### src/rtl/nps_pkg.sv
// ----------------------------------------------------------------------------
// Next permutation step package
// Shared widths, defaults and reset values for the next permutation core.
// ----------------------------------------------------------------------------
package nps_pkg;

    localparam int WORD_W          = 64;
    localparam int LEN_CFG_W       = 5;
    localparam int MAX_LEN_DEF     = 16;
    localparam int SYMBOL_BITS_DEF = 4;

    localparam logic [LEN_CFG_W-1:0] LEN_RESET = LEN_CFG_W'(10);

endpackage

### src/rtl/nps_pivot.sv
// ----------------------------------------------------------------------------
// Next permutation pivot finder
// Locates the rightmost symbol that is smaller than its right neighbor.
// ----------------------------------------------------------------------------
module nps_pivot import nps_pkg::*; #(
    parameter int MAX_LEN     = MAX_LEN_DEF,
    parameter int SYMBOL_BITS = SYMBOL_BITS_DEF,
    localparam int IDX_W      = $clog2(MAX_LEN),
    localparam int CNT_W      = $clog2(MAX_LEN + 1)
) (
    input  logic [WORD_W-1:0]      i_word,
    input  logic [CNT_W-1:0]       i_len,
    output logic                   o_found,
    output logic [IDX_W-1:0]       o_pivot_idx,
    output logic [SYMBOL_BITS-1:0] o_pivot_sym
);

    logic [SYMBOL_BITS-1:0] sym [MAX_LEN];

    always_comb begin
        for (int k = 0; k < MAX_LEN; k++) begin
            sym[k] = i_word[k*SYMBOL_BITS +: SYMBOL_BITS];
        end
    end

    always_comb begin
        o_found     = 1'b0;
        o_pivot_idx = '0;
        for (int k = 1; k < MAX_LEN; k++) begin
            if ((CNT_W'(k) < i_len) && (sym[k-1] < sym[k])) begin
                o_found     = 1'b1;
                o_pivot_idx = IDX_W'(k - 1);
            end
        end
    end

    assign o_pivot_sym = sym[o_pivot_idx];

endmodule

### src/rtl/nps_rearrange.sv
// ----------------------------------------------------------------------------
// Next permutation rearranger
// Swaps the pivot with its successor symbol and reverses the suffix.
// ----------------------------------------------------------------------------
module nps_rearrange import nps_pkg::*; #(
    parameter int MAX_LEN     = MAX_LEN_DEF,
    parameter int SYMBOL_BITS = SYMBOL_BITS_DEF,
    localparam int IDX_W      = $clog2(MAX_LEN),
    localparam int CNT_W      = $clog2(MAX_LEN + 1)
) (
    input  logic [WORD_W-1:0]      i_word,
    input  logic [CNT_W-1:0]       i_len,
    input  logic                   i_found,
    input  logic [IDX_W-1:0]       i_pivot_idx,
    input  logic [SYMBOL_BITS-1:0] i_pivot_sym,
    output logic [WORD_W-1:0]      o_perm,
    output logic                   o_is_last
);

    logic [SYMBOL_BITS-1:0] sym [MAX_LEN];
    logic [IDX_W-1:0]       succ_idx;

    always_comb begin
        for (int k = 0; k < MAX_LEN; k++) begin
            sym[k] = i_word[k*SYMBOL_BITS +: SYMBOL_BITS];
        end
    end

    always_comb begin
        succ_idx = i_pivot_idx;
        for (int k = 1; k < MAX_LEN; k++) begin
            if ((IDX_W'(k) > i_pivot_idx) && (CNT_W'(k) < i_len) &&
                (sym[k] > i_pivot_sym)) begin
                succ_idx = IDX_W'(k);
            end
        end
    end

    always_comb begin
        logic [CNT_W:0]   mirror;
        logic [IDX_W-1:0] src;
        o_perm = i_word;
        for (int k = 0; k < MAX_LEN; k++) begin
            mirror = (CNT_W+1)'(i_len) + (CNT_W+1)'(i_pivot_idx) - (CNT_W+1)'(k);
            src    = mirror[IDX_W-1:0];
            if (i_found && (CNT_W'(k) < i_len)) begin
                if (IDX_W'(k) == i_pivot_idx) begin
                    o_perm[k*SYMBOL_BITS +: SYMBOL_BITS] = sym[succ_idx];
                end else if (IDX_W'(k) > i_pivot_idx) begin
                    o_perm[k*SYMBOL_BITS +: SYMBOL_BITS] =
                        (src == succ_idx) ? i_pivot_sym : sym[src];
                end
            end
        end
    end

    assign o_is_last = ~i_found;

endmodule

### src/rtl/next_permutation_step_core.sv
// ----------------------------------------------------------------------------
// Next permutation step core
// Returns the next lexicographic permutation of a packed symbol sequence.
// ----------------------------------------------------------------------------
// The input channel carries one request per packed 64-bit sequence on
// i_perm_in, taken when i_in_valid is high and o_in_stall is low. Symbol k
// sits in bits k*SYMBOL_BITS upward and position 0 is the most significant.
// The output channel returns o_perm_out and o_is_last, taken when
// o_out_valid is high and i_out_stall is low.
// A request is captured in an input register and its result is then written
// into the output register, from which it is offered. One request is accepted
// every cycle while the receiver does not stall; the pivot search, swap and
// suffix reversal all fit between the two registers. When the receiver stalls,
// the held result stays put and one more request can still enter the input
// register; only then is o_in_stall raised. The sequence length is written
// through i_cfg_wr_en and i_cfg_wr_data; the user must write it only while
// the core is idle, which the core does not enforce. Values above MAX_LEN act
// as MAX_LEN. Reset empties both registers and sets the length to 10.
// ----------------------------------------------------------------------------
module next_permutation_step_core import nps_pkg::*; #(
    parameter int MAX_LEN     = MAX_LEN_DEF,
    parameter int SYMBOL_BITS = SYMBOL_BITS_DEF
) (
    input  logic                 i_clk,
    input  logic                 i_rst_n,
    input  logic                 i_cfg_wr_en,
    input  logic [LEN_CFG_W-1:0] i_cfg_wr_data,
    input  logic                 i_in_valid,
    output logic                 o_in_stall,
    input  logic [WORD_W-1:0]    i_perm_in,
    output logic                 o_out_valid,
    input  logic                 i_out_stall,
    output logic [WORD_W-1:0]    o_perm_out,
    output logic                 o_is_last
);

    localparam int IDX_W = $clog2(MAX_LEN);
    localparam int CNT_W = $clog2(MAX_LEN + 1);

    logic [LEN_CFG_W-1:0]   r_len;
    logic                   r_s1_vld;
    logic [WORD_W-1:0]      r_word;
    logic                   r_out_vld;
    logic [WORD_W-1:0]      r_out_perm;
    logic                   r_out_last;

    logic [CNT_W-1:0]       len_eff;
    logic                   out_ready;
    logic                   in_fire;
    logic                   s1_fire;
    logic                   found;
    logic [IDX_W-1:0]       pivot_idx;
    logic [SYMBOL_BITS-1:0] pivot_sym;
    logic [WORD_W-1:0]      n_perm;
    logic                   n_last;

    assign len_eff   = (r_len > LEN_CFG_W'(MAX_LEN)) ? CNT_W'(MAX_LEN) : r_len[CNT_W-1:0];
    assign out_ready = ~r_out_vld | ~i_out_stall;
    assign s1_fire   = r_s1_vld & out_ready;
    assign o_in_stall = r_s1_vld & ~out_ready;
    assign in_fire   = i_in_valid & ~o_in_stall;

    nps_pivot #(
        .MAX_LEN     (MAX_LEN),
        .SYMBOL_BITS (SYMBOL_BITS)
    ) u_pivot (
        .i_word      (r_word),
        .i_len       (len_eff),
        .o_found     (found),
        .o_pivot_idx (pivot_idx),
        .o_pivot_sym (pivot_sym)
    );

    nps_rearrange #(
        .MAX_LEN     (MAX_LEN),
        .SYMBOL_BITS (SYMBOL_BITS)
    ) u_rearrange (
        .i_word      (r_word),
        .i_len       (len_eff),
        .i_found     (found),
        .i_pivot_idx (pivot_idx),
        .i_pivot_sym (pivot_sym),
        .o_perm      (n_perm),
        .o_is_last   (n_last)
    );

    always_ff @(posedge i_clk) begin
        if (!i_rst_n) begin
            r_len     <= LEN_RESET;
            r_s1_vld  <= 1'b0;
            r_out_vld <= 1'b0;
        end else begin
            if (i_cfg_wr_en) begin
                r_len <= i_cfg_wr_data;
            end
            if (in_fire) begin
                r_s1_vld <= 1'b1;
            end else if (s1_fire) begin
                r_s1_vld <= 1'b0;
            end
            if (s1_fire) begin
                r_out_vld <= 1'b1;
            end else if (!i_out_stall) begin
                r_out_vld <= 1'b0;
            end
        end
    end

    always_ff @(posedge i_clk) begin
        if (in_fire) begin
            r_word <= i_perm_in;
        end
        if (s1_fire) begin
            r_out_perm <= n_perm;
            r_out_last <= n_last;
        end
    end

    assign o_out_valid = r_out_vld;
    assign o_perm_out  = r_out_perm;
    assign o_is_last   = r_out_last;

    a_len_saturated: assert property (@(posedge i_clk) disable iff (!i_rst_n)
        len_eff <= CNT_W'(MAX_LEN))
        else $error("effective length exceeds the maximum");

    a_no_overwrite: assert property (@(posedge i_clk) disable iff (!i_rst_n)
        in_fire |-> (!r_s1_vld || out_ready))
        else $error("request accepted over an unsent item");

    a_held_item_kept: assert property (@(posedge i_clk) disable iff (!i_rst_n)
        (r_s1_vld && !out_ready) |=> (r_s1_vld && $stable(r_word)))
        else $error("stalled item lost from the input register");

    a_last_is_copy: assert property (@(posedge i_clk) disable iff (!i_rst_n)
        s1_fire |=> (!r_out_last || (r_out_perm == $past(r_word))))
        else $error("last permutation does not return its input");

endmodule

### config.mk
export PLATFORM = sky130hd
export DESIGN_NAME = next_permutation_step_core
export DESIGN_NICKNAME = d
export VERILOG_FILES = /design/src/rtl/nps_pkg.sv /design/src/rtl/nps_pivot.sv /design/src/rtl/nps_rearrange.sv /design/src/rtl/next_permutation_step_core.sv
export SDC_FILE = /design/constraint.sdc
export NUM_CORES = 1
export LEC_CHECK = 0
export BUFFER_PORTS_ARGS = -buffer_cell sky130_fd_sc_hd__buf_4
export CAP_MARGIN = 30
export CORE_MARGIN = 2
export CORE_UTILIZATION = 45
export CTS_BUF_LIST = sky130_fd_sc_hd__clkbuf_4
export DETAILED_ROUTE_END_ITERATION = 10
export PLACE_DENSITY = 0.74
export SLEW_MARGIN = 20
export SYNTH_ARGS = -nofsm -noshare
export SYNTH_HDL_FRONTEND = slang
export SYNTH_SLANG_ARGS = --single-unit
### constraint.sdc
create_clock -name i_clk -period 16.8 [get_ports i_clk]
set_clock_uncertainty 0.15 [all_clocks]
set_input_delay 0.84 -clock i_clk [delete_from_list [all_inputs] [get_ports i_clk]]
set_output_delay 0.84 -clock i_clk [all_outputs]
set_load 0.05 [all_outputs]
==> results of run 1 <==
cells in the final DEF (no fill, tap or decap), drive strengths merged, types with 6 or more instances in the layout:
master | netlist | layout
o211a | 7 | 7
buf | 40 | 190
a21boi | 6 | 6
or3 | 7 | 7
nand3 | 28 | 28
a211oi | 52 | 52
xnor2 | 28 | 28
o21ai | 87 | 87
a221o | 12 | 12
nand2b | 19 | 19
edfxtp | 129 | 129
clkinv | 2 | 9
or2 | 11 | 11
mux2i | 110 | 110
a22oi | 15 | 15
nand2 | 125 | 125
nor3 | 28 | 28
a211o | 7 | 7
nor2b | 28 | 28
o21a | 14 | 14
clkbuf | 50 | 19
nor4b | 8 | 8
inv | 93 | 93
a21oi | 66 | 66
dfxtp | 7 | 7
nor4 | 9 | 9
o221ai | 15 | 15
nand4 | 18 | 18
a221oi | 12 | 12
and3 | 7 | 7
nor2 | 92 | 92
a21o | 15 | 15
ha | 101 | 101
o31ai | 7 | 7
o22ai | 16 | 16
a31oi | 21 | 21
mux4 | 75 | 75
mux2 | 16 | 16
o211ai | 28 | 28
area by class of cell:
class	count	area, sq um
Antenna cell	2	5.00
Clock buffer	18	135
Clock inverter	14	158
Fill cell	3087	15700
Inverter	95	359
Multi-Input combinational cell	1167	10100
Sequential cell	136	4010
Tap cell	442	553
Timing Repair Buffer	191	1440
per-layer routing:
| layer | wire length [um] | vias to the layer above | part of all wire (%) |
|---|---|---|---|
| met2 | 28700 | 1226 | 41 |
| li1 | - | 6081 | - |
| met3 | 9250 | 345 | 13 |
| met1 | 25500 | 6998 | 36 |
| met4 | 6430 | 0 | 9.2 |
| met5 | 0 | - | 0 |
worst register-to-register path, delay by kind of cell (launching register included):
family | cells | cell delay (ps)
and+or+nand+nor | 3 | 1470
DFF | 1 | 740
AOI/OAI and AO/OA | 18 | 5650
buffers and inverters | 6 | 1760
adders and majority gates | 2 | 720
power by group through the flow:
stage	Combinational [uW]	Clock [uW]	Sequential, uW
3_3_place_gp	2550	0	470
5_1_grt	2820	252	466
3_5_place_dp	2570	0	470
4_1_cts	2580	241	463
2_1_floorplan	1840	0	503
6_report	2700	238	468
flip-flops by register name, indices dropped and copies added (netlist names):
| name | count |
|---|---|
| o_is_last | 1 |
| r_len | 5 |
| r_s1_vld | 1 |
| o_out_valid | 1 |
| r_word | 64 |
| o_perm_out | 64 |
metrics by stage:
| stage | cells | util (%) | total power, uW |
|---|---|---|---|
| global placement | 2027 | 50.6 | 3030 |
| global route | 2065 | 51.7 | 3540 |
| floorplan | 1488 | - | 2340 |
| CTS | 2061 | 51.6 | 3290 |
| detailed placement | 2029 | 50.7 | 3050 |
| finish | 2065 | 51.7 | 3410 |
cell families (layout without fill, tap and decap cells):
family,Yosys count,after routing,synth area share [%]
muxes,201,201,20.0
DFF,136,136,27.0
and+or+nand+nor,394,394,14.8
other,0,2,0
AOI/OAI and AO/OA,438,438,22.0
xor gates and xnor gates,31,31,2.18
adders and majority gates,103,103,8.71
buffers and inverters,185,318,5.33
final timing paths:
check,start,endpoint,slack (ps),cells after the start
worst max-delay path,r_word[38]$_DFFE_PP_,o_perm_out[10]$_DFFE_PP_,6090,29
worst min register to register,r_s1_vld$_SDFFE_PN0P_,o_out_valid$_SDFFE_PN0P_,380,2
worst min-delay path,i_perm_in[12],r_word[12]$_DFFE_PP_,210,1
worst max register to register,r_word[38]$_DFFE_PP_,o_perm_out[10]$_DFFE_PP_,6090,29
==> flow_summary.ini, run 1 <==
[outcome]
status = completed

[worst_setup_path]
crit_type = flop to flop
crit_path_max_incr_delay_ps = 1040
cp.arrival_ps = 10940
crit_required_ps = 17040
crit_family = compound AO/OA/AOI/OAI gates
worst-path-buf-inv = 6
cp_common_cell = buf_4
cp_slowest_cell = or4_1
crit_fanout = 29
startpoint_type = flop
worstSetupEndpointType = flop

[detailed_routing]
ant_nets = 0
dr_total_vias = 14700
vias_per_cell = 7.09
initialDrtViolationCount = 2021
first_pass_iters = 6
wl_per_cell_um = 33.9
drc = 0
wl_mm = 69.9

[sta]
finalSetupTns_ps = 0
rsz0062_at_grt = false
finalMaxSlewViolations = 0
tightest_slew_ps = 1080
whs_ps = 215
finalCritPeriodShare_pct = 63.7
setup_viol = 0
finalHoldViolCount = 0
max_freq_mhz = 93.4
fin_ws_ps = 6090
fin_crit_ps = 10710
relSlewSlack_pct = 28.3

[yosys]
yosysSeqAreaShare_pct = 27.0
yosysUniqueCellTypes = 116
synth_edf_count = 129
ys.flop_type = edfxtp_1
ys_ff_latch = 136
synth_top_cell_by_area = edfxtp_1
ys_top_cells_by_count = edfxtp_1, nand2_1, mux2i_1, ha_1, inv_1
synth_top_area_share_pct = 26.1
synthTopCellsByArea = edfxtp_1, mux4_2, ha_1
avgSynthCellArea_sq_um = 9.98
post-synth-top-count-cell = edfxtp_1
syn-instance-count = 1488
synth_area_sq_um = 14900
yosysWarnings = 0
ys_async_sr_fraction_pct = 0
synth_fp_nets = 1664

[cts]
clkLatencyLatePin_ps = 640
cts_setup_buffers = 0
cts_buffers = 17
cts_hold_buf = 0
htreeDepth = 4
cts.clk_slew.worst_paths_ps = 130
cts_resized = 0
clkSinkCount = 136
root_buffer = clkbuf_4
cts_tree = yes
cts_buffer_depth = 2

[place]
place_hpwl_mm = 49.7
detailed_place.area_sq_um = 16500
dp_slack_ps = 6760
port_buffers = 140
gp_congestion = 1.08

[pwr]
swShare_pct = 54.9
p_leak_uw = 0.00660
pwr-share-seq_pct = 13.7
irDropWorstVdd_v = 0.000122
combPwrFrac_pct = 79.3
p_clk_share_pct = 7.0
switching_power_uw = 1870
pwr_density_cell_nw_per_um2 = 203
p_int_uw = 1540

[die]
core_sq_um = 32500
ios = 141
die_y_um = 186
die-area_sq_um = 34500
die_x_um = 186
rows = 66
initial_core_util_pct = 45.7

[grt]
grt_max_degree = 66
grtUsageTotal_pct = 40.7
antenna_found_initial = 2
grtUsageMet3_pct = 12.4
first_global_vias = 13800
grt_overflow = 0
met2_usage_pct = 57.8
grt_pass1_wl_mm = 97.6
top_usage_layer = met2
use_met1_pct = 51.7

[final_layout]
drive_above_1_share_pct = 25.0
design_area_sq_um = 16800
syn2layout_area_growth_pct = 13.1
layout.nets = 1784

[flow_run]
timing.max_cap.violations = 0

[hold_path]
hold_path_class = input port to flop
(Power assumes the default switching activity.)
==> run 2, diff against run 1 <==
==> constraint.sdc (replaced) <==
create_clock -name i_clk -period 10.4 [get_ports i_clk]
set_clock_uncertainty 0.15 [all_clocks]
set_input_delay 0.52 -clock i_clk [delete_from_list [all_inputs] [get_ports i_clk]]
set_output_delay 0.52 -clock i_clk [all_outputs]
set_load 0.05 [all_outputs]
==> run 2 against run 1 <==
Total power rose by 73%. First-iteration DRC count grew 28%. Critical path type unchanged. Largest power group unchanged. Largest cell class unchanged. Combinational power up 75%.
==> flow_summary.ini, run 2 (synthesized netlist as in run 1, its figures left out) <==
[grt]
grtUsageTotal_pct = 43.2
antenna_found_initial = 4
grt_pass1_wl_mm = 104
first_global_vias = 15200
grt_overflow = 0
grt_max_degree = 66

[pwr]
combPwrFrac_pct = 80.0
finalPower_uw = 5900
p_leak_uw = 0.00721
p_int_uw = 2780
p_clk_share_pct = 7.3
pwr-share-seq_pct = 12.7
pwr_density_cell_nw_per_um2 = 328
swShare_pct = 52.8
switching_power_uw = 3120
irDropWorstVdd_v = 0.000191

[cts]
cts_buffers = 17
root_buffer = clkbuf_4
cts_tree = yes
htreeDepth = 4
cts.clk_slew.worst_paths_ps = 130
clkSinkCount = 136
clkLatencyLatePin_ps = 680
cts_setup_buffers = 0
cts_buffer_depth = 2

[detailed_routing]
dr_total_vias = 15800
initialDrtViolationCount = 2585
first_pass_iters = 6
wl_mm = 74.2
vias_per_cell = 7.17
drc = 0
ant_nets = 0
wl_per_cell_um = 33.7

[hold_path]
hold_path_class = input port to flop

[worst_setup_path]
crit_type = flop to flop
crit_fanout = 15
crit_path_max_incr_delay_ps = 740
cp_slowest_cell = edfxtp_1
cp.arrival_ps = 10450
cp_common_cell = buf_4
worstSetupEndpointType = flop
crit_required_ps = 10640
startpoint_type = flop

[place]
detailed_place.area_sq_um = 16900
port_buffers = 140
dp_slack_ps = 1250
place_hpwl_mm = 51.4
gp_congestion = 1.12

[final_layout]
fillers = 2881
design_area_sq_um = 18000
final_cell_mix = buf_4, edfxtp_1, nand2_1
drive_above_1_share_pct = 26.4
multi_input_area_sq_um = 10100
syn2layout_area_growth_pct = 21.2
layout.nets = 1915
mostFrequentLayoutCell = buf_4
seqCellArea_sq_um = 4010

[sta]
finalSetupTns_ps = 0
fin_crit_ps = 10210
max_freq_mhz = 98.0
finalCritPeriodShare_pct = 98.2
relSlewSlack_pct = 24.3
rsz0062_at_grt = false
setup_viol = 0
fin_ws_ps = 191
finalHoldViolCount = 0
finalMaxSlewViolations = 0
tightest_slew_ps = 1140

[die]
core_sq_um = 32500
die_y_um = 186
initial_core_util_pct = 45.7
rows = 66
ios = 141
die_x_um = 186
die-area_sq_um = 34500

[outcome]
status = completed

[flow_run]
timing.max_cap.violations = 0
run 2: cell types whose count changed in the layout (fill, tap and decap cells not counted), sizes merged:
cell / change
clkinvlp: -1
diode: +3
bufinv: +1
clkinv: -2
clkbuf: +1
buf: +58
dlygate4sd3: +73
run 2: cell type report:
class | instances | area share (%)
clock inverters | 12 | 0.986
diodes | 5 | 0.0695
clock buffers | 19 | 0.792
flip-flops and latches | 136 | 22.3
repair buffers | 322 | 14.6
inverters | 95 | 1.99
multi-input cells | 1167 | 56.2
well taps | 442 | 3.07
run 2: timing repair:
| action | CTS | global route |
|---|---|---|
| endpoints found under the hold margin | 71 | 0 |
| gates resized for setup | 0 | 0 |
| hold buffers | 73 | 0 |
run 2: through the flow:
stage / hold slack, ps / util, % / cells
after floorplan: 316 / - / 1488
after global placement: 336 / 52.0 / 2085
after detailed placement: 362 / 52.1 / 2088
after CTS: 15.0 / 55.3 / 2192
after global routing: 53.2 / 55.3 / 2196
final: 39.2 / 55.4 / 2198
run 2: power groups by stage:
| stage | Sequential, uW | Combinational [uW] | Clock [uW] |
|---|---|---|---|
| after floorplan | 812 | 2970 | 0 |
| after global placement | 752 | 4430 | 0 |
| after detailed placement | 753 | 4490 | 0 |
| after CTS | 740 | 4530 | 427 |
| after global routing | 746 | 4900 | 445 |
| final | 750 | 4720 | 429 |
run 2: worst max-delay path, delay by kind of cell, from the launching register on:
family                   cells  cell delay [ps]
flip-flops                   1              740
buffers and inverters        7             1760
adder cells (fa/ha/maj)      2              670
AO/OA/AOI/OAI               17             5210
AND/OR/NAND/NOR              5             1350
run 2: metal layers:
| layer | part of all wire (%) | GRT usage [%] |
|---|---|---|
| met1 | 33 | 51.0 |
| met2 | 40 | 59.9 |
| met3 | 16 | 17.9 |
| met4 | 11 | 37.7 |
| met5 | 0 | 0 |
run 2: final timing paths:
path | to | slack (ps) | cells past startpoint | from
max reg2reg | o_perm_out[34]$_DFFE_PP_ | 190 | 31 | r_word[38]$_DFFE_PP_
min reg2reg | o_out_valid$_SDFFE_PN0P_ | 390 | 2 | r_s1_vld$_SDFFE_PN0P_
max | o_perm_out[34]$_DFFE_PP_ | 190 | 31 | r_word[38]$_DFFE_PP_
min | r_len[4]$_SDFFE_PN0P_ | 40 | 3 | i_cfg_wr_en
==> run 3, diff against run 2 <==
--- a/config.mk
+++ b/config.mk
@@ -11,6 +11,7 @@
 export CORE_UTILIZATION = 45
 export CTS_BUF_LIST = sky130_fd_sc_hd__clkbuf_4
 export DETAILED_ROUTE_END_ITERATION = 10
+export GPL_TIMING_DRIVEN = 0
 export PLACE_DENSITY = 0.74
 export SLEW_MARGIN = 20
 export SYNTH_ARGS = -nofsm -noshare
==> run 3 against run 2 <==
The flow now finishes with violations (setup timing). Critical path depth is 1 lower. Sequential share of layout area is 0.31 points higher. Largest power group unchanged. Highest routed layer is now met5. First-iteration DRC count is 27% lower. Clock power is 17% lower.
==> flow_summary.ini, run 3 (synthesized netlist as in run 1, its figures left out) <==
[outcome]
violations = setup timing
status = complete, but fails checks

[grt]
grt_max_degree = 30
grt_pass1_wl_mm = 105
first_global_vias = 14700
grtUsageTotal_pct = 44.0
antenna_found_initial = 6
grt_overflow = 0

[cts]
clkSinkCount = 136
clkLatencyLatePin_ps = 640
cts.clk_slew.worst_paths_ps = 120
cts_buffers = 17
cts_buffer_depth = 2
cts_tree = yes
root_buffer = clkbuf_4
htreeDepth = 4

[worst_setup_path]
crit_fanout = 14
reg2reg_depth = 30
worst_r2r_endpoint = o_perm_out[11]$_DFFE_PP_
startpoint_type = flop
cp_slowest_cell = edfxtp_1
reg2reg_slack_ps = -4
crit_required_ps = 10680
cp.arrival_ps = 10680
crit_path_max_incr_delay_ps = 950
worstSetupEndpointType = flop
crit_start = r_word[51]$_DFFE_PP_
cp_common_cell = inv_1
crit_type = flop to flop
r2r-start = r_word[51]$_DFFE_PP_

[detailed_routing]
wl_per_cell_um = 34.5
drc = 0
wl_mm = 75.6
ant_nets = 0
dr_total_vias = 15400
first_pass_iters = 7
vias_per_cell = 7.02
initialDrtViolationCount = 1884

[sta]
finalMaxSlewViolations = 0
rsz0062_at_grt = false
fin_crit_ps = 10400
finalHoldViolCount = 0
finalCritPeriodShare_pct = 100
tightest_slew_ps = 1030
fin_ws_ps = -3.76
relSlewSlack_pct = 31.3
setup_viol = 1
max_freq_mhz = 96.1
whs_ps = 43.4

[die]
core_sq_um = 32500
initial_core_util_pct = 45.7
die_x_um = 186
die_y_um = 186
die-area_sq_um = 34500
rows = 66
ios = 141

[final_layout]
final_util_pct = 54.6
drive_above_1_share_pct = 23.5
syn2layout_area_growth_pct = 19.6
fin_cells = 2191
design_area_sq_um = 17800
layout.nets = 1909
mostFrequentLayoutCell = buf_4
final_cell_mix = buf_4, edfxtp_1, nand2_1

[place]
dp_cells = 2083
dp_slack_ps = -289
detailed_place.area_sq_um = 16700
port_buffers = 139
place_hpwl_mm = 54.6
gp_congestion = 1.06

[hold_path]
min_from = i_cfg_wr_data[2]
hold_path_class = input port to flop
holdPathStages = 3
min_to = r_len[2]$_SDFFE_PN0P_

[flow_run]
timing.max_cap.violations = 0

[pwr]
pwr_density_cell_nw_per_um2 = 317
p_leak_uw = 0.00698
irDropWorstVdd_v = 0.000174
-- run 3: cell count changes in the layout (fill, tap and decap cells not counted), sizes merged --
cell           change
dlygate4sd3        -3
buf               -52
clkdlybuf4s15      +1
bufinv             -2
inv                +1
clkinvlp           +2
clkinv             -1
clkbuf            +47
-- run 3: layout make-up --
type | instances | area [sq um]
fill | 2977 | 14800
antenna | 5 | 12.5
tap | 442 | 553
clock inverter | 12 | 130
inverter | 95 | 359
clock buffer | 18 | 135
timing repair buffer | 227 | 1980
sequential | 136 | 4010
multi-input combinational | 1167 | 10100
buffer | 89 | 438
-- run 3: worst max-delay path by stage --
stage	to	cells after the start
floorplan	o_perm_out[21]$_DFFE_PP_	30
global route	o_perm_out[11]$_DFFE_PP_	33
detailed placement	o_perm_out[7]$_DFFE_PP_	33
finish	o_perm_out[11]$_DFFE_PP_	30
global placement	o_perm_out[11]$_DFFE_PP_	29
CTS	o_perm_out[11]$_DFFE_PP_	32
-- run 3: power breakdown --
| group | total, uW | internal [uW] | switching [uW] |
|---|---|---|---|
| clock | 356 | 141 | 214 |
| sequential | 747 | 671 | 75.7 |
| combinational | 4540 | 1690 | 2850 |
| total | 5640 | 2500 | 3140 |
-- run 3: what timing repair did --
item	in CTS	in global routing
buffers inserted	0	4
hold buffers	70	0
endpoints found under the hold margin	70	0
pin swaps	0	0
gates resized for setup	5	6
setup endpoints to repair	19	59
-- run 3: through the flow --
step | power, uW | setup TNS (ps)
floorplan | 3780 | 0
global placement | 4980 | -98100
detailed placement | 5050 | -3040
CTS | 5460 | 0
global route | 5830 | 0
finish | 5640 | -3.76
-- run 3: critical path, delay by kind of cell (launching register included) --
kind | cells | cell delay (ps)
AOI/OAI and AO/OA | 16 | 4540
adders and majority gates | 2 | 490
buffers and inverters | 8 | 2590
DFF | 1 | 950
and+or+nand+nor | 4 | 1430
-- run 3: layer usage --
| metal | GRT usage (%) | vias up | part of all wire [%] |
|---|---|---|---|
| met3 | 16.5 | 348 | 13 |
| li1 | - | 6358 | - |
| met5 | 0 | - | 0.028 |
| met4 | 35.3 | 2 | 9.6 |
| met2 | 63.3 | 1261 | 41 |
| met1 | 52.4 | 7422 | 36 |
